==> src/rtl/svenc_pkg.sv <==
package svenc_pkg;

    localparam int unsigned VALUE_W   = 64;
    localparam int unsigned CAP_W     = 32;
    localparam int unsigned LEN_W     = 4;
    localparam int unsigned Q_DEPTH   = 4;
    localparam int unsigned Q_PTR_W   = $clog2(Q_DEPTH);
    localparam int unsigned Q_CNT_W   = $clog2(Q_DEPTH + 1);

    localparam logic [63:0] ONE_MAX   = 64'd240;
    localparam logic [63:0] TWO_MAX   = 64'd2287;
    localparam logic [63:0] THREE_MAX = 64'd67823;
    localparam logic [11:0] TWO_BIAS  = 12'd240;
    localparam logic [16:0] THREE_BIAS = 17'd2288;
    localparam logic [7:0]  TWO_HDR   = 8'd241;
    localparam logic [7:0]  THREE_HDR = 8'd249;
    localparam logic [7:0]  LONG_HDR_BASE = 8'd246;

    typedef struct packed {
        logic              refuse;
        logic [7:0]        hdr;
        logic [LEN_W-1:0]  tail;
        logic [VALUE_W-1:0] payload;
    } t_desc;

    typedef struct packed {
        logic  push;
        t_desc desc;
    } t_push;

    typedef struct packed {
        logic full;
        logic empty;
    } t_qstat;

endpackage

==> src/rtl/svenc_front.sv <==
module svenc_front (
    input  logic                         i_clk,
    input  logic                         i_rst_n,
    input  logic                         i_valid,
    output logic                         o_ready,
    input  logic [svenc_pkg::VALUE_W-1:0] i_value,
    input  logic                         i_is_signed,
    input  logic                         i_cfg_wr_en,
    input  logic [svenc_pkg::CAP_W-1:0]  i_cfg_wr_data,
    input  svenc_pkg::t_qstat            i_qstat,
    output svenc_pkg::t_push             o_push
);

    logic                          r_valid;
    logic [svenc_pkg::VALUE_W-1:0] r_value;
    logic                          r_is_signed;
    logic [svenc_pkg::CAP_W-1:0]   r_cap;
    logic [svenc_pkg::CAP_W-1:0]   r_used;
    logic [svenc_pkg::CAP_W-1:0]   n_used;

    logic [svenc_pkg::VALUE_W-1:0] u;
    logic [svenc_pkg::LEN_W-1:0]   len;
    logic [11:0]                   d2;
    logic [16:0]                   d3;
    logic [svenc_pkg::CAP_W-1:0]   left;
    logic                          refuse;
    logic                          push;
    svenc_pkg::t_desc              desc;

    assign push    = r_valid && !i_qstat.full;
    assign o_ready = !r_valid || !i_qstat.full;

    always_comb begin
        if (r_is_signed) begin
            u = {r_value[62:0], 1'b0} ^ {svenc_pkg::VALUE_W{r_value[63]}};
        end else begin
            u = r_value;
        end
        d2 = u[11:0] - svenc_pkg::TWO_BIAS;
        d3 = u[16:0] - svenc_pkg::THREE_BIAS;

        if (u <= svenc_pkg::ONE_MAX) begin
            len = 4'd1;
        end else if (u <= svenc_pkg::TWO_MAX) begin
            len = 4'd2;
        end else if (u <= svenc_pkg::THREE_MAX) begin
            len = 4'd3;
        end else if (u[63:24] == 40'd0) begin
            len = 4'd4;
        end else if (u[63:32] == 32'd0) begin
            len = 4'd5;
        end else if (u[63:40] == 24'd0) begin
            len = 4'd6;
        end else if (u[63:48] == 16'd0) begin
            len = 4'd7;
        end else if (u[63:56] == 8'd0) begin
            len = 4'd8;
        end else begin
            len = 4'd9;
        end

        left   = (r_cap >= r_used) ? (r_cap - r_used) : '0;
        refuse = left < {{(svenc_pkg::CAP_W-svenc_pkg::LEN_W){1'b0}}, len};

        desc.refuse  = refuse;
        desc.tail    = len - 4'd1;
        desc.payload = u;
        case (len)
            4'd1: begin
                desc.hdr = u[7:0];
            end
            4'd2: begin
                desc.hdr     = svenc_pkg::TWO_HDR + {5'd0, d2[10:8]};
                desc.payload = {52'd0, d2};
            end
            4'd3: begin
                desc.hdr     = svenc_pkg::THREE_HDR;
                desc.payload = {47'd0, d3};
            end
            default: begin
                desc.hdr = svenc_pkg::LONG_HDR_BASE + {4'd0, len};
            end
        endcase
        if (refuse) begin
            desc.hdr  = 8'd0;
            desc.tail = '0;
        end

        n_used = r_used;
        if (push && !refuse) begin
            n_used = r_used + {{(svenc_pkg::CAP_W-svenc_pkg::LEN_W){1'b0}}, len};
        end
    end

    assign o_push.push = push;
    assign o_push.desc = desc;

    always_ff @(posedge i_clk) begin
        if (!i_rst_n) begin
            r_valid <= 1'b0;
            r_cap   <= '0;
            r_used  <= '0;
        end else begin
            if (i_valid && o_ready) begin
                r_valid <= 1'b1;
            end else if (push) begin
                r_valid <= 1'b0;
            end
            if (i_cfg_wr_en) begin
                r_cap <= i_cfg_wr_data;
            end
            r_used <= n_used;
        end
    end

    always_ff @(posedge i_clk) begin
        if (i_valid && o_ready) begin
            r_value     <= i_value;
            r_is_signed <= i_is_signed;
        end
    end

endmodule

==> src/rtl/svenc_queue.sv <==
module svenc_queue (
    input  logic              i_clk,
    input  logic              i_rst_n,
    input  svenc_pkg::t_push  i_push,
    input  logic              i_pop,
    output svenc_pkg::t_qstat o_qstat,
    output svenc_pkg::t_desc  o_desc
);

    svenc_pkg::t_desc                r_mem [svenc_pkg::Q_DEPTH];
    logic [svenc_pkg::Q_PTR_W-1:0]   r_wr_ptr;
    logic [svenc_pkg::Q_PTR_W-1:0]   r_rd_ptr;
    logic [svenc_pkg::Q_CNT_W-1:0]   r_count;
    logic                            do_push;
    logic                            do_pop;

    assign o_qstat.full  = (r_count == svenc_pkg::Q_CNT_W'(svenc_pkg::Q_DEPTH));
    assign o_qstat.empty = (r_count == '0);
    assign do_push = i_push.push && !o_qstat.full;
    assign do_pop  = i_pop && !o_qstat.empty;
    assign o_desc  = r_mem[r_rd_ptr];

    always_ff @(posedge i_clk) begin
        if (!i_rst_n) begin
            r_wr_ptr <= '0;
            r_rd_ptr <= '0;
            r_count  <= '0;
        end else begin
            if (do_push) begin
                r_wr_ptr <= r_wr_ptr + 1'b1;
            end
            if (do_pop) begin
                r_rd_ptr <= r_rd_ptr + 1'b1;
            end
            case ({do_push, do_pop})
                2'b10:   r_count <= r_count + 1'b1;
                2'b01:   r_count <= r_count - 1'b1;
                default: r_count <= r_count;
            endcase
        end
    end

    always_ff @(posedge i_clk) begin
        if (do_push) begin
            r_mem[r_wr_ptr] <= i_push.desc;
        end
    end

endmodule

==> src/rtl/svenc_back.sv <==
module svenc_back (
    input  logic              i_clk,
    input  logic              i_rst_n,
    input  svenc_pkg::t_qstat i_qstat,
    input  svenc_pkg::t_desc  i_desc,
    output logic              o_pop,
    output logic              o_valid,
    input  logic              i_ready,
    output logic [7:0]        o_out_byte,
    output logic              o_last,
    output logic              o_accepted
);

    logic                            r_valid;
    logic [7:0]                      r_byte;
    logic                            r_last;
    logic                            r_accepted;
    logic                            r_busy;
    logic [svenc_pkg::LEN_W-1:0]     r_rem;
    logic [svenc_pkg::VALUE_W-1:0]   r_payload;
    logic                            load;
    logic [2:0]                      sel;

    assign load  = !r_valid || i_ready;
    assign o_pop = load && !r_busy && !i_qstat.empty;
    assign sel   = 3'(r_rem - 4'd1);

    always_ff @(posedge i_clk) begin
        if (!i_rst_n) begin
            r_valid <= 1'b0;
            r_busy  <= 1'b0;
            r_rem   <= '0;
        end else if (load) begin
            if (r_busy) begin
                r_valid <= 1'b1;
                r_rem   <= r_rem - 4'd1;
                r_busy  <= (r_rem != 4'd1);
            end else if (!i_qstat.empty) begin
                r_valid <= 1'b1;
                r_rem   <= i_desc.tail;
                r_busy  <= (i_desc.tail != '0);
            end else begin
                r_valid <= 1'b0;
            end
        end
    end

    always_ff @(posedge i_clk) begin
        if (load) begin
            if (r_busy) begin
                r_byte     <= r_payload[{sel, 3'b000} +: 8];
                r_last     <= (r_rem == 4'd1);
                r_accepted <= 1'b1;
            end else if (!i_qstat.empty) begin
                r_byte     <= i_desc.hdr;
                r_last     <= (i_desc.tail == '0);
                r_accepted <= !i_desc.refuse;
                r_payload  <= i_desc.payload;
            end
        end
    end

    assign o_valid    = r_valid;
    assign o_out_byte = r_byte;
    assign o_last     = r_last;
    assign o_accepted = r_accepted;

endmodule

==> src/rtl/sqlite4_varint_encoder.sv <==
// SQLite4-style varint encoder with a byte budget. Each request carries a 64-bit value
// (optionally zigzag-mapped) and yields 1 to 9 output bytes, most significant first, with
// o_last on the final byte, or a single refusal (byte 0, o_accepted low) if the code does
// not fit in buffer_capacity minus the bytes already taken. The front stage registers a
// request, classifies it and books its space; a four-entry descriptor queue feeds the back
// stage, which emits one byte per cycle while i_ready is high, so a request of length L
// occupies the output for L bytes (a refusal for one) and back-to-back requests stream
// without gaps. The first byte passes the front request register, a queue entry and the
// output byte register on its way out. Write the capacity only while the block is idle.
module sqlite4_varint_encoder (
    input  logic        i_clk,
    input  logic        i_rst_n,
    input  logic        i_valid,
    output logic        o_ready,
    input  logic [63:0] i_value,
    input  logic        i_is_signed,
    output logic        o_valid,
    input  logic        i_ready,
    output logic [7:0]  o_out_byte,
    output logic        o_last,
    output logic        o_accepted,
    input  logic        i_cfg_wr_en,
    input  logic [31:0] i_cfg_wr_data
);

    svenc_pkg::t_push  push;
    svenc_pkg::t_qstat qstat;
    svenc_pkg::t_desc  desc;
    logic              pop;

    svenc_front u_front (
        .i_clk         (i_clk),
        .i_rst_n       (i_rst_n),
        .i_valid       (i_valid),
        .o_ready       (o_ready),
        .i_value       (i_value),
        .i_is_signed   (i_is_signed),
        .i_cfg_wr_en   (i_cfg_wr_en),
        .i_cfg_wr_data (i_cfg_wr_data),
        .i_qstat       (qstat),
        .o_push        (push)
    );

    svenc_queue u_queue (
        .i_clk   (i_clk),
        .i_rst_n (i_rst_n),
        .i_push  (push),
        .i_pop   (pop),
        .o_qstat (qstat),
        .o_desc  (desc)
    );

    svenc_back u_back (
        .i_clk      (i_clk),
        .i_rst_n    (i_rst_n),
        .i_qstat    (qstat),
        .i_desc     (desc),
        .o_pop      (pop),
        .o_valid    (o_valid),
        .i_ready    (i_ready),
        .o_out_byte (o_out_byte),
        .o_last     (o_last),
        .o_accepted (o_accepted)
    );

`ifndef SYNTHESIS
    a_refusal_is_last: assert property (@(posedge i_clk) disable iff (!i_rst_n)
        (o_valid && !o_accepted) |-> (o_last && o_out_byte == 8'd0))
        else $error("refusal not a single zero byte");

    a_no_push_when_full: assert property (@(posedge i_clk) disable iff (!i_rst_n)
        push.push |-> !qstat.full)
        else $error("descriptor pushed into full queue");

    a_no_pop_when_empty: assert property (@(posedge i_clk) disable iff (!i_rst_n)
        pop |-> !qstat.empty)
        else $error("descriptor popped from empty queue");
`endif

endmodule

==> config.mk <==
export PLATFORM = sky130hd
export DESIGN_NAME = sqlite4_varint_encoder
export DESIGN_NICKNAME = d
export VERILOG_FILES = /design/src/rtl/svenc_pkg.sv /design/src/rtl/svenc_front.sv /design/src/rtl/svenc_queue.sv /design/src/rtl/svenc_back.sv /design/src/rtl/sqlite4_varint_encoder.sv
export SDC_FILE = /design/constraint.sdc
export NUM_CORES = 1
export LEC_CHECK = 0
export ABC_AREA = 0
export BUFFER_PORTS_ARGS = -buffer_cell sky130_fd_sc_hd__buf_4
export CAP_MARGIN = 40
export CORE_ASPECT_RATIO = 0.7
export CORE_MARGIN = 3
export CORE_UTILIZATION = 50
export CTS_CLUSTER_SIZE = 8
export DETAILED_ROUTE_END_ITERATION = 8
export GPL_ROUTABILITY_DRIVEN = 1
export PLACE_DENSITY = 0.78
export SLEW_MARGIN = 5
export SYNTH_ARGS = -nofsm -noshare
export SYNTH_HDL_FRONTEND = slang
export SYNTH_SLANG_ARGS = --single-unit
==> constraint.sdc <==
create_clock -name i_clk -period 13.1 [get_ports i_clk]
set_clock_uncertainty 0.1 [all_clocks]
set_input_delay 1.31 -clock i_clk [delete_from_list [all_inputs] [get_ports i_clk]]
set_output_delay 1.31 -clock i_clk [all_outputs]
set_load 0.02 [all_outputs]
**After elaboration in Yosys (flattened, before gate mapping)**

Memory sizes are Yosys's and may differ from the RTL's. A register that Yosys moved wholly into a read port is not among the register bits.
Cells that the tools add are included.
Widths: inputs -> output; s select.

- Register bits after elaboration: 217
- Bits in latches: 0
- Memory bits (writable): 308
- Memory bits (read-only): 0
- Output and inout bits: 12
- Memories kept: 1

Memory list:

| memory | depth | bits a word | read ports | clocked after memory_dff | write ports | line | source |
|---|---|---|---|---|---|---|---|
| u_queue.r_mem | 4 | 77 | 1 | 1 | 1 | svenc_queue.sv:10 | `svenc_pkg::t_desc r_mem [svenc_pkg::Q_DEPTH];` |

- Add/subtract/negate cells: 12
- Multiply operators: 0
- Div/mod/pow operators: 0
- Magnitude comparators: 5
- Equality and inequality tests: 9
- Shift operators: 1
- Multiplexer cells: 31
- Bitwise operators: 3
- Reductions and logical operators: 28

Operators with widths:

| cell | count |
|---|---|
| $pmux 64 s2 | 1 |
| $le 64x12->1 const B | 1 |
| $le 64x17->1 const B | 1 |
| $le 64x8->1 const B | 1 |
| $mux 64 | 1 |
| $shiftx 64x7->8 | 1 |
| $xor 64x64->64 | 1 |
| $logic_not 40->1 | 1 |
| $mux 4 | 9 |
| $add 32x4->32 | 1 |
| $ge 32x32->1 | 1 |
| $logic_not 32->1 | 1 |
| $lt 32x4->1 | 1 |
| $mux 32 | 1 |
| $sub 32x32->32 | 1 |
| $logic_not 24->1 | 1 |
| $pmux 8 s3 | 1 |
| $sub 17x12->17 const B | 1 |
| $logic_not 16->1 | 1 |
| $mux 8 | 2 |
| $mux 1 | 12 |
| $mux 12 | 1 |
| $sub 12x8->12 const B | 1 |
| $eq 4x1->1 const B | 2 |
| 25 further kinds | 44 |

**Longest topological paths before layout**

Gate-level depths: netlist of the first run.

- Depth in word-level cells: 14
- Depth in mapped cells: 28
- Gate-level depth less buffers: 25

**Hierarchy**

Synthesis of the first run repeated with hierarchy kept, for this count alone.

- Cells, all modules: 1785
- Area, all modules: 24372.1 µm²

Modules (own cells, without submodules):

| module | instances | cells each | area each (µm²) | seq. area each (µm²) |
|---|---|---|---|---|
| svenc_queue | 1 | 457 | 11633.7 | 9429.0 |
| svenc_front | 1 | 1131 | 9457.8 | 3253.1 |
| svenc_back | 1 | 197 | 3280.6 | 2342.2 |

**Worst setup path before layout of the first run**

No wires, ideal clock.

- Path type: input -> register
- Start point: in i_ready
- End point: reg u_back.r_payload[0] in the netlist's numbering (enable)
- Arrival: 5.709 ns
- Required time: 12.435 ns
- Path slack: 6.726 ns
- Stages on the path: 2
- Path buffers: 0
- Cells stage by stage: nor2b_1 -> nor3_1

- Longest elaborated chain between the ends: 2

RTL lines:

| what | line | source |
|---|---|---|
| from (decl) | sqlite4_varint_encoder.sv:18 | `input logic i_ready,` |
| $logic_or 1x1->1 | svenc_back.sv:24 | `assign load = !r_valid \|\| i_ready;` |
| $reduce_and 3->1 (no source line) | -- |  |
| to (signal assigned) | svenc_back.sv:58 | `r_payload <= i_desc.payload;` |
| to (decl) | svenc_back.sv:20 | `logic [svenc_pkg::VALUE_W-1:0] r_payload;` |

Every way passes these cells.
A chain may end at the register's enable or synchronous reset.

==> results.yml, run 1 <==
power_and_ir_drop:
  p_per_area_nw_per_um2: 187
  p_clk_frac: 0.334
  combPwrFrac: 0.225
  power_frac_seq: 0.442
  sw_frac_of_total: 0.298
  leakage_nw: 9.65
  internal_power_mw: 3.68
  p_sw_mw: 1.56
  irDropWorstVdd_v: 0.000172
route:
  drc: 0
  avgRoutedWirePerCell_microns: 24.2
  drt_iter0_drc: 2121
  avgViaCountPerCell: 6.22
  routed_wl_microns: 61400
  drtAntennaViolNets: 0
  num_vias: 15800
  dr.pass1.iters: 5
status:
  outcome: "finished, final reports clean"
run:
  cap_violations: 0
placement:
  io_buffer_count: 113
  dp_cells: 2439
  gp_congestion: 0.922
  hpwl_microns: 39800
yosys:
  ys_async_sr_fraction: 0
  synth_edf_count: 447
  seq_area_frac_synth: 0.617
  yosys-top-cells-area: "edfxtp_1 55%, mux4_2 8.6%, dfxtp_1 6.6%, ha_1 2.8%, xnor2_1 2.8%"
  synthCells: 1753
  avgSynthCellArea_sq_um: 13.9
  ys_warn_count: 0
  synth_seq_cells: 527
  synth.distinct_cells: 96
  synth_top_flop_cell: "edfxtp_1"
  netlist_area_sq_um: 24300
  synth_nets: 1912
  yosys.area.top_type: "edfxtp_1"
  yosys-top-cells-count: "447 x edfxtp_1, 147 x nor2_1, 115 x a21oi_1"
  yosysMostFrequentCell: "edfxtp_1"
  yosysTopAreaCellShare: 0.552
clocking:
  post_cts_resized: 0
  cts_root_buffer: "clkbuf_16"
  clk_pin_slew_ns: 0.06
  htreeDepth: 3
  postCtsSetupBuffers: 0
  cts_tree: "yes"
  clock_latency_ns: 0.60
  cts_inserted_buffers: 75
  clockBufferDepth: 3
  clkSinkCount: 527
  ctsHoldBuffers: 0
floorplan:
  initial_core_util: 0.515
  dieArea_sq_um: 51400
  ios: 114
  coreArea_sq_um: 47200
  row_count: 66
  die_w_microns: 270
  die_y_microns: 191
timing:
  fin_hold_ws_ns: 0.372
  fin_crit_sh: 0.498
  max_freq_ghz: 0.153
  hold_viol: 0
  final_max_slew_viol_count: 0
  tns_ns: 0
  relSlewSlack: 0.405
  worst_pin_slew_ns: 0.883
  period_minus_slack_ns: 6.53
  rsz0062_at_grt: "false"
  finalSetupViolCount: 0
setup_path:
  crit_required_ns: 13.30
  worstPathArrival_ns: 6.72
  crit_type: "reg -> reg"
  path_max_fanout: 69
  r2r_start: "u_front.r_value[63]"
  critPathCaptureType: "register"
  reg2regPathDepth: 23
  startpoint: "u_front.r_value[63]"
  r2r_slack_ns: 6.57
  cp-endpoint: "u_queue.r_mem[3][74]"
  timing.rr.end: "u_queue.r_mem[3][74]"
  startpoint_type: "register"
grt:
  grt_max_degree: 85
  antenna_found_initial: 2
  grt.total_usage: 0.239
  overflow: 0
  grt_pass1_vias: 15200
  grt_pass1_wl_microns: 92800
layout:
  stdcell_count: 2538
  layout.nets: 2030
  syn2layout_area_growth_pct: 14.8
  antennaDiodeCount: 0
  layout-drive-gt1-share: 0.188
  fill_cells: 3501
worst_hold_path:
  hold_class: "reg -> reg"
-- final cells by class --
class / count / area [sq um] / area share
flip-flops and latches: 527 / 15000 / 0.538
multi-input cells: 1067 / 8660 / 0.310
clock buffers: 91 / 1940 / 0.0693
repair buffers: 135 / 1100 / 0.0395
well taps: 646 / 808 / 0.0289
inverters: 65 / 246 / 0.00882
clock inverters: 7 / 159 / 0.00569
-- critical path: stages (launching register included) --
cell,delay [ns]
edfxtp_1,0.32
buf_4,0.38
buf_4,0.78
and4_1,0.32
a22o_1,0.15
a21oi_1,0.08
a221oi_1,0.33
nand2_1,0.23
inv_1,0.21
and3_1,0.22
nand2_1,0.07
o32ai_1,0.46
ha_1,0.32
nand4b_1,0.13
o311a_1,0.16
o221ai_1,0.10
a21oi_1,0.15
o2111ai_1,0.11
nor4_1,0.27
nand4_2,0.17
nor2_4,0.17
o211ai_4,0.15
inv_4,0.53
nor2_1,0.23
-- registers in the layout (all words and copies together) (netlist names), 2 cells and up, named ones only --
name	count
u_back.r_payload	64
u_front.r_used	32
u_queue.r_count	3
u_back.o_out_byte	8
u_back.r_rem	4
u_queue.r_mem	308
u_queue.r_wr_ptr	2
u_queue.r_rd_ptr	2
u_front.r_value	64
u_front.r_cap	32
-- power by group through the flow --
| stage | combinational [mW] | sequential [mW] | clock (mW) |
|---|---|---|---|
| finish | 1.18 | 2.31 | 1.75 |
| global route | 1.26 | 2.33 | 1.84 |
| CTS | 1.16 | 2.31 | 1.77 |
| detailed placement | 1.14 | 2.33 | 0 |
| global placement | 1.05 | 2.33 | 0 |
| floorplan | 0.767 | 2.28 | 0 |
-- metrics by stage --
step                utilization  total power [mW]  setup slack, ns  instance area (sq um)
global route              0.592              5.43             6.17                  27900
detailed placement        0.547              3.46             6.71                  25800
floorplan                     -              3.05             6.73                  24300
global placement          0.544              3.38             6.47                  25700
finish                    0.592              5.23             6.57                  27900
CTS                       0.591              5.24             6.69                  27900
-- routing by layer --
metal,up-vias,wire length [microns],track usage
met3,112,7400,0.0848
met2,880,26400,0.340
li1,6991,-,-
met1,7804,26200,0.346
met5,-,13,0
met4,2,1460,0.0696
-- cells in the final DEF, fill, tap and decap left out, types with 18 or more instances in the layout --
| cell type | instances |
|---|---|
| xnor2_1 | 77 |
| dfxtp_1 | 77 |
| mux4_2 | 93 |
| nor2_1 | 147 |
| o21ai_0 | 39 |
| edfxtp_1 | 447 |
| buf_4 | 129 |
| nand2_1 | 103 |
| clkbuf_16 | 75 |
| nand3_1 | 40 |
| mux2i_1 | 48 |
| inv_1 | 61 |
| o41ai_1 | 18 |
| xor2_1 | 20 |
| ha_1 | 54 |
| nor3_1 | 21 |
| a21oi_1 | 115 |
-- how the worst min path moves through the flow --
| stage | from | endpoint | slack (ns) | cells after the start |
|---|---|---|---|---|
| 2_1_floorplan | u_front.r_used[11] | u_front.r_used[11] | 0.33 | 2 |
| 6_report | u_front.r_used[11] | u_front.r_used[11] | 0.37 | 2 |
| 3_3_place_gp | u_front.r_used[11] | u_front.r_used[11] | 0.35 | 2 |
| 4_1_cts | u_front.r_used[11] | u_front.r_used[11] | 0.37 | 2 |
| 3_5_place_dp | u_front.r_used[11] | u_front.r_used[11] | 0.36 | 2 |
| 5_1_grt | u_front.r_used[11] | u_front.r_used[11] | 0.38 | 2 |
-- cells by family (layout without fill, tap and decap cells) --
logic type | after synthesis | count (layout) | share of synthesized area
buf+inv | 159 | 298 | 0.0284
simple gates | 433 | 433 | 0.0874
mux | 143 | 143 | 0.107
xor+xnor | 97 | 97 | 0.0349
flops | 527 | 527 | 0.617
fa+ha+maj | 57 | 57 | 0.0302
compound gates | 337 | 337 | 0.0949
Note: power is estimated with default switching activity, not from simulation.
==> run 2: changes to the inputs <==
--- a/config.mk
+++ b/config.mk
@@ -14,7 +14,7 @@
 export CTS_CLUSTER_SIZE = 8
 export DETAILED_ROUTE_END_ITERATION = 8
 export GPL_ROUTABILITY_DRIVEN = 1
-export PLACE_DENSITY = 0.78
+export PLACE_DENSITY = 0.81
 export SLEW_MARGIN = 5
 export SYNTH_ARGS = -nofsm -noshare
 export SYNTH_HDL_FRONTEND = slang
==> constraint.sdc (replaced) <==
create_clock -name i_clk -period 5.5 [get_ports i_clk]
set_clock_uncertainty 0.1 [all_clocks]
set_input_delay 0.55 -clock i_clk [delete_from_list [all_inputs] [get_ports i_clk]]
set_output_delay 0.55 -clock i_clk [all_outputs]
set_load 0.02 [all_outputs]
==> results.yml, run 2 (synthesized netlist as in run 1, its figures left out) <==
status:
  outcome: "finished, final reports clean"
layout:
  final_common_cell: "edfxtp_1"
  mostFrequentLayoutCells: "447 x edfxtp_1, 146 x nor2_1, 143 x buf_4, 115 x a21oi_1, 103 x nand2_1"
  syn2layout_area_growth_pct: 15.8
  largest_reg_flops: 308
  multi_input_area_sq_um: 8730
  regMostFlops: "u_queue.r_mem"
  seq_area_sq_um: 15000
  antennaDiodeCount: 0
  layout.nets: 2049
  fill_cells: 3449
  layout-drive-gt1-share: 0.200
  reg.largest.list: "u_queue.r_mem: 308 flops, u_back.r_payload: 64 flops, u_front.r_value: 64 flops"
route:
  routed_wl_microns: 62300
  avgViaCountPerCell: 6.30
  drc: 0
  drtAntennaViolNets: 0
  dr.pass1.iters: 8
  num_vias: 16100
  drt_iter0_drc: 2224
  avgRoutedWirePerCell_microns: 24.3
grt:
  grt_pass1_wl_microns: 94000
  grt_max_degree: 79
  grt.total_usage: 0.241
  antenna_found_initial: 1
  grt_pass1_vias: 15400
  overflow: 0
floorplan:
  initial_core_util: 0.515
  die_y_microns: 191
  row_count: 66
  ios: 114
  die_w_microns: 270
  coreArea_sq_um: 47200
  dieArea_sq_um: 51400
worst_hold_path:
  hold_class: "in -> reg"
clocking:
  cts_inserted_buffers: 75
  clk_pin_slew_ns: 0.05
  cts_tree: "yes"
  clock_latency_ns: 0.61
  htreeDepth: 3
  cts_root_buffer: "clkbuf_16"
  clockBufferDepth: 3
  ctsHoldBuffers: 0
  clkSinkCount: 527
setup_path:
  cpPeakStageDelay_ns: 0.54
  critPathCaptureType: "register"
  path_max_fanout: 27
  startpoint_type: "register"
  worstPathArrival_ns: 5.83
  crit_type: "reg -> reg"
  critical-path-top-delay-family: "simple AND/OR/NAND/NOR gates"
  crit_slowest_cell: "edfxtp_1"
  crit_path_frequent_cell: "a21oi_1"
  crit_required_ns: 5.91
  path_cells: "buf_6 > buf_4 > nand3_1 > o32ai_1 > a31oi_1 > nor2_1 > and3_1 > nand2_1 > o32ai_2 > ha_1 > nand4b_1 > o311a_1 > o221ai_1 > a21oi_1 > o2111ai_1 > nor4_2 > nand4_2 > nor2_4 > o211ai_4 > clkinv_4 > buf_16 > or4_1 > a21oi_1"
  path_buf_inv: 4
timing:
  relSlewSlack: 0.372
  hold_viol: 0
  tns_ns: 0
  finalSetupViolCount: 0
  worst_slack_ns: 0.0775
  fin_crit_sh: 0.986
  worst_pin_slew_ns: 0.932
  max_freq_ghz: 0.184
  period_minus_slack_ns: 5.42
  final_max_slew_viol_count: 0
placement:
  io_buffer_count: 113
  gp_congestion: 0.918
  dp_slack_ns: -0.102
  hpwl_microns: 40400
power_and_ir_drop:
  irDropWorstVdd_v: 0.000267
  power_mw: 12.5
  p_per_area_nw_per_um2: 442
  leakage_nw: 9.76
run:
  cap_violations: 0
[run 2: changes by cell type in the layout (fill, tap and decap cells not counted), moves of 2 or more]
cell       change
inv_6          +3
clkbuf_16      +2
clkinv_8       -2
ha_1           -3
buf_4         +14
clkinv_16      -3
clkbuf_1       +5
ha_4           +2
[run 2: worst register-to-register path: cells and delay by family, from the launching register on]
kind                       cells  cell delay [ns]
DFF                            1             0.54
buffers and inverters          4             1.05
adders and majority gates      1             0.23
AOI/OAI and AO/OA              9             1.61
and+or+nand+nor                9             1.82
[run 2: metal layers]
metal  GRT usage  wire length, microns  vias up
met5           0                     0        -
met4      0.0709                  1500        0
met3      0.0595                  7030      123
met2       0.370                 28300     1015
met1       0.344                 25400     7961
li1            -                     -     7031
[run 2: stage by stage]
stage	std cells	hold slack, ns	cell area, sq um	util
after CTS	2553	0.00143	28000	0.593
final	2561	0.0228	28200	0.596
after detailed placement	2451	0.356	26000	0.550
after global routing	2561	0.000911	28200	0.596
after floorplan	1753	0.335	24300	-
after global placement	2445	0.343	25800	0.547
[run 2: timing repair]
action | in CTS | in global routing
pin swaps | 1 | 2
resized for setup | 5 | 15
setup endpoints to repair | 26 | 73
setup buffers | 0 | 6
cloned | 0 | 1
[run 2: layout make-up]
cell class,count,share of cell area
Tap cell,646,0.0287
Clock buffer,97,0.0703
Sequential cell,527,0.534
Inverter,65,0.00884
Clock inverter,5,0.00222
Timing Repair Buffer,154,0.0464
Multi-Input combinational cell,1067,0.310
[run 2: final timing paths]
kind	cells after the start	from	end	slack, ns
worst max-delay path	23	u_front.r_value[63]	u_front.r_used[16]	0.08
worst min-delay path	1	i_value[62]	u_front.r_value[62]	0.02
worst max register to register	23	u_front.r_value[63]	u_front.r_used[16]	0.08
worst min register to register	2	u_front.r_used[11]	u_front.r_used[11]	0.36
[run 2: where the power goes]
group | internal [mW] | switching [mW]
logic | 1.18 | 1.69
registers | 5.14 | 0.345
clock network | 2.49 | 1.60
==> run 3: changes to the inputs <==
--- a/config.mk
+++ b/config.mk
@@ -6,14 +6,16 @@
 export NUM_CORES = 1
 export LEC_CHECK = 0
 export ABC_AREA = 0
+export ABC_CLOCK_PERIOD_IN_PS = 5500
 export BUFFER_PORTS_ARGS = -buffer_cell sky130_fd_sc_hd__buf_4
-export CAP_MARGIN = 40
+export CAP_MARGIN = 20
 export CORE_ASPECT_RATIO = 0.7
 export CORE_MARGIN = 3
 export CORE_UTILIZATION = 50
 export CTS_CLUSTER_SIZE = 8
 export DETAILED_ROUTE_END_ITERATION = 8
 export GPL_ROUTABILITY_DRIVEN = 1
+export MAX_ROUTING_LAYER = met4
 export PLACE_DENSITY = 0.81
 export SLEW_MARGIN = 5
 export SYNTH_ARGS = -nofsm -noshare
==> results.yml, run 3 (synthesized netlist as in run 1, its figures left out) <==
status:
  outcome: "finished, final reports clean"
setup_path:
  worstPathArrival_ns: 5.62
  path_cells: "inv_2 > ha_4 > nand2_1 > or4_4 > o41ai_4 > o21ai_1 > a21oi_2 > inv_2 > nor2_1 > ha_1 > nand4b_1 > o311a_1 > o221ai_1 > a21oi_1 > o2111ai_1 > nor4_2 > nand4_2 > nor2_4 > o211ai_4 > clkinv_4 > buf_16 > o311ai_0 > o41ai_1"
  r2r_start: "u_front.r_used[18]"
  path_max_fanout: 26
  crit_required_ns: 5.89
  crit_slowest_cell: "or4_4"
  crit_type: "reg -> reg"
  timing.rr.end: "u_front.r_used[19]"
  startpoint_type: "register"
  crit_path_frequent_cell: "inv_2"
  critPathCaptureType: "register"
  reg2regPathDepth: 23
  cpPeakStageDelay_ns: 0.56
  r2r_slack_ns: 0.27
floorplan:
  initial_core_util: 0.515
  die_w_microns: 270
  coreArea_sq_um: 47200
  row_count: 66
  dieArea_sq_um: 51400
  ios: 114
  die_y_microns: 191
power_and_ir_drop:
  leakage_nw: 9.80
  power_frac_seq: 0.442
  combPwrFrac: 0.223
  sw_frac_of_total: 0.296
  p_sw_mw: 3.70
  internal_power_mw: 8.80
  irDropWorstVdd_v: 0.000322
  power_mw: 12.5
  p_per_area_nw_per_um2: 442
  p_clk_frac: 0.334
worst_hold_path:
  hold_class: "in -> reg"
  min_delay_path_depth: 1
  hold_end: "u_front.r_value[61]"
  hp-start: "i_value[61]"
layout:
  design_area_sq_um: 28300
  largest_reg_flops: 308
  seq_area_sq_um: 15000
  mostFrequentLayoutCells: "447 x edfxtp_1, 147 x buf_4, 145 x nor2_1, 114 x a21oi_1, 103 x nand2_1"
  regMostFlops: "u_queue.r_mem"
  syn2layout_area_growth_pct: 16.4
  fill_cells: 3435
  reg.largest.list: "u_queue.r_mem: 308 flops, u_back.r_payload: 64 flops, u_front.r_value: 64 flops"
  layout.nets: 2058
  multi_input_area_sq_um: 8800
  final_common_cell: "edfxtp_1"
  layout-drive-gt1-share: 0.205
grt:
  grt_max_degree: 74
  grt_pass1_wl_microns: 94000
  overflow: 0
  grt_pass1_vias: 15500
  antenna_found_initial: 2
  grt.total_usage: 0.248
route:
  dr.pass1.iters: 8
  drtAntennaViolNets: 0
  drc: 0
  num_vias: 16300
  avgRoutedWirePerCell_microns: 24.3
  drt_iter0_drc: 2315
  avgViaCountPerCell: 6.34
  routed_wl_microns: 62600
clocking:
  clock_latency_ns: 0.61
  clockBufferDepth: 3
  cts_tree: "yes"
  cts_root_buffer: "clkbuf_16"
  htreeDepth: 3
  cts_inserted_buffers: 75
  clkSinkCount: 527
  clk_pin_slew_ns: 0.05
timing:
  worst_pin_slew_ns: 0.983
  max_freq_ghz: 0.191
  hold_viol: 0
  tns_ns: 0
  rsz0062_at_grt: "false"
  relSlewSlack: 0.345
  fin_crit_sh: 0.950
  fin_hold_ws_ns: 0.0207
  final_max_slew_viol_count: 0
  finalSetupViolCount: 0
  period_minus_slack_ns: 5.23
placement:
  io_buffer_count: 113
  gp_congestion: 0.928
  hpwl_microns: 39500
  placed_cell_area_sq_um: 25800
run:
  cap_violations: 0
==> run 3: cell types whose count changed in the layout (fill, tap and decap cells not counted), moves of 2 or more <==
cell           change
dlygate4sd3_1      +6
buf_16             -4
buf_4              +4
ha_1               -4
ha_4               +4
clkbuf_1           +2
inv_6              -2
==> run 3: critical path: cells and delay by family (launching register included) <==
| kind | cells | cell delay (ns) |
|---|---|---|
| AND/OR/NAND/NOR | 7 | 1.55 |
| buffers and inverters | 4 | 0.53 |
| AO/OA/AOI/OAI | 10 | 1.87 |
| adder cells (fa/ha/maj) | 2 | 0.60 |
| flip-flops | 1 | 0.43 |
==> run 3: worst max-delay path by stage <==
stage	startpoint	end	slack, ns	depth (start not counted)
CTS	u_front.r_used[20]	u_front.r_used[25]	0.03	23
global route	u_front.r_value[63]	u_queue.r_mem[2][64]	0.01	24
detailed placement	u_front.r_used[18]	u_front.r_used[5]	-0.1	23
global placement	u_front.r_used[18]	u_front.r_used[13]	-0.03	23
finish	u_front.r_used[18]	u_front.r_used[19]	0.27	23
floorplan	u_front.r_value[24]	u_queue.r_mem[0][69]	0.44	21
==> run 3: cell type report <==
cell class	count	area share
clock inverter	6	0.00393
timing repair inverter	1	0.000177
clock buffer	99	0.0702
multi-input combinational	1067	0.311
inverter	65	0.00879
tap	646	0.0285
antenna	1	0.0000884
timing repair buffer	162	0.0465
sequential	527	0.531
==> run 3: power groups by stage <==
stage / logic, mW / registers [mW] / clock network (mW)
after floorplan: 1.83 / 5.41 / 0
after global placement: 2.51 / 5.54 / 0
after detailed placement: 2.60 / 5.57 / 0
after CTS: 2.65 / 5.53 / 4.23
after global routing: 2.97 / 5.58 / 4.41
final: 2.79 / 5.53 / 4.18
==> run 3: repair_timing <==
item | CTS | global route
resized for setup | 4 | 28
hold buffers | 6 | 0
pin swaps | 1 | 3
cloned | 0 | 2
buffers inserted | 0 | 14
setup endpoints to repair | 26 | 78
endpoints found under the hold margin | 6 | 0
==> run 3: metal layers <==
metal,track usage,routed length (microns),vias up
met5,-,0,-
met4,0.0732,1760,0
met3,0.0587,7010,165
met2,0.365,28200,1016
met1,0.346,25600,8070
li1,-,-,7067
==> run 3: through the flow <==
step,setup slack [ns],utilization,cells
finish,0.274,0.599,2574
global route,0.0112,0.599,2574
CTS,0.0273,0.593,2555
detailed placement,-0.0954,0.547,2444
global placement,-0.0303,0.547,2443
floorplan,0.444,-,1753
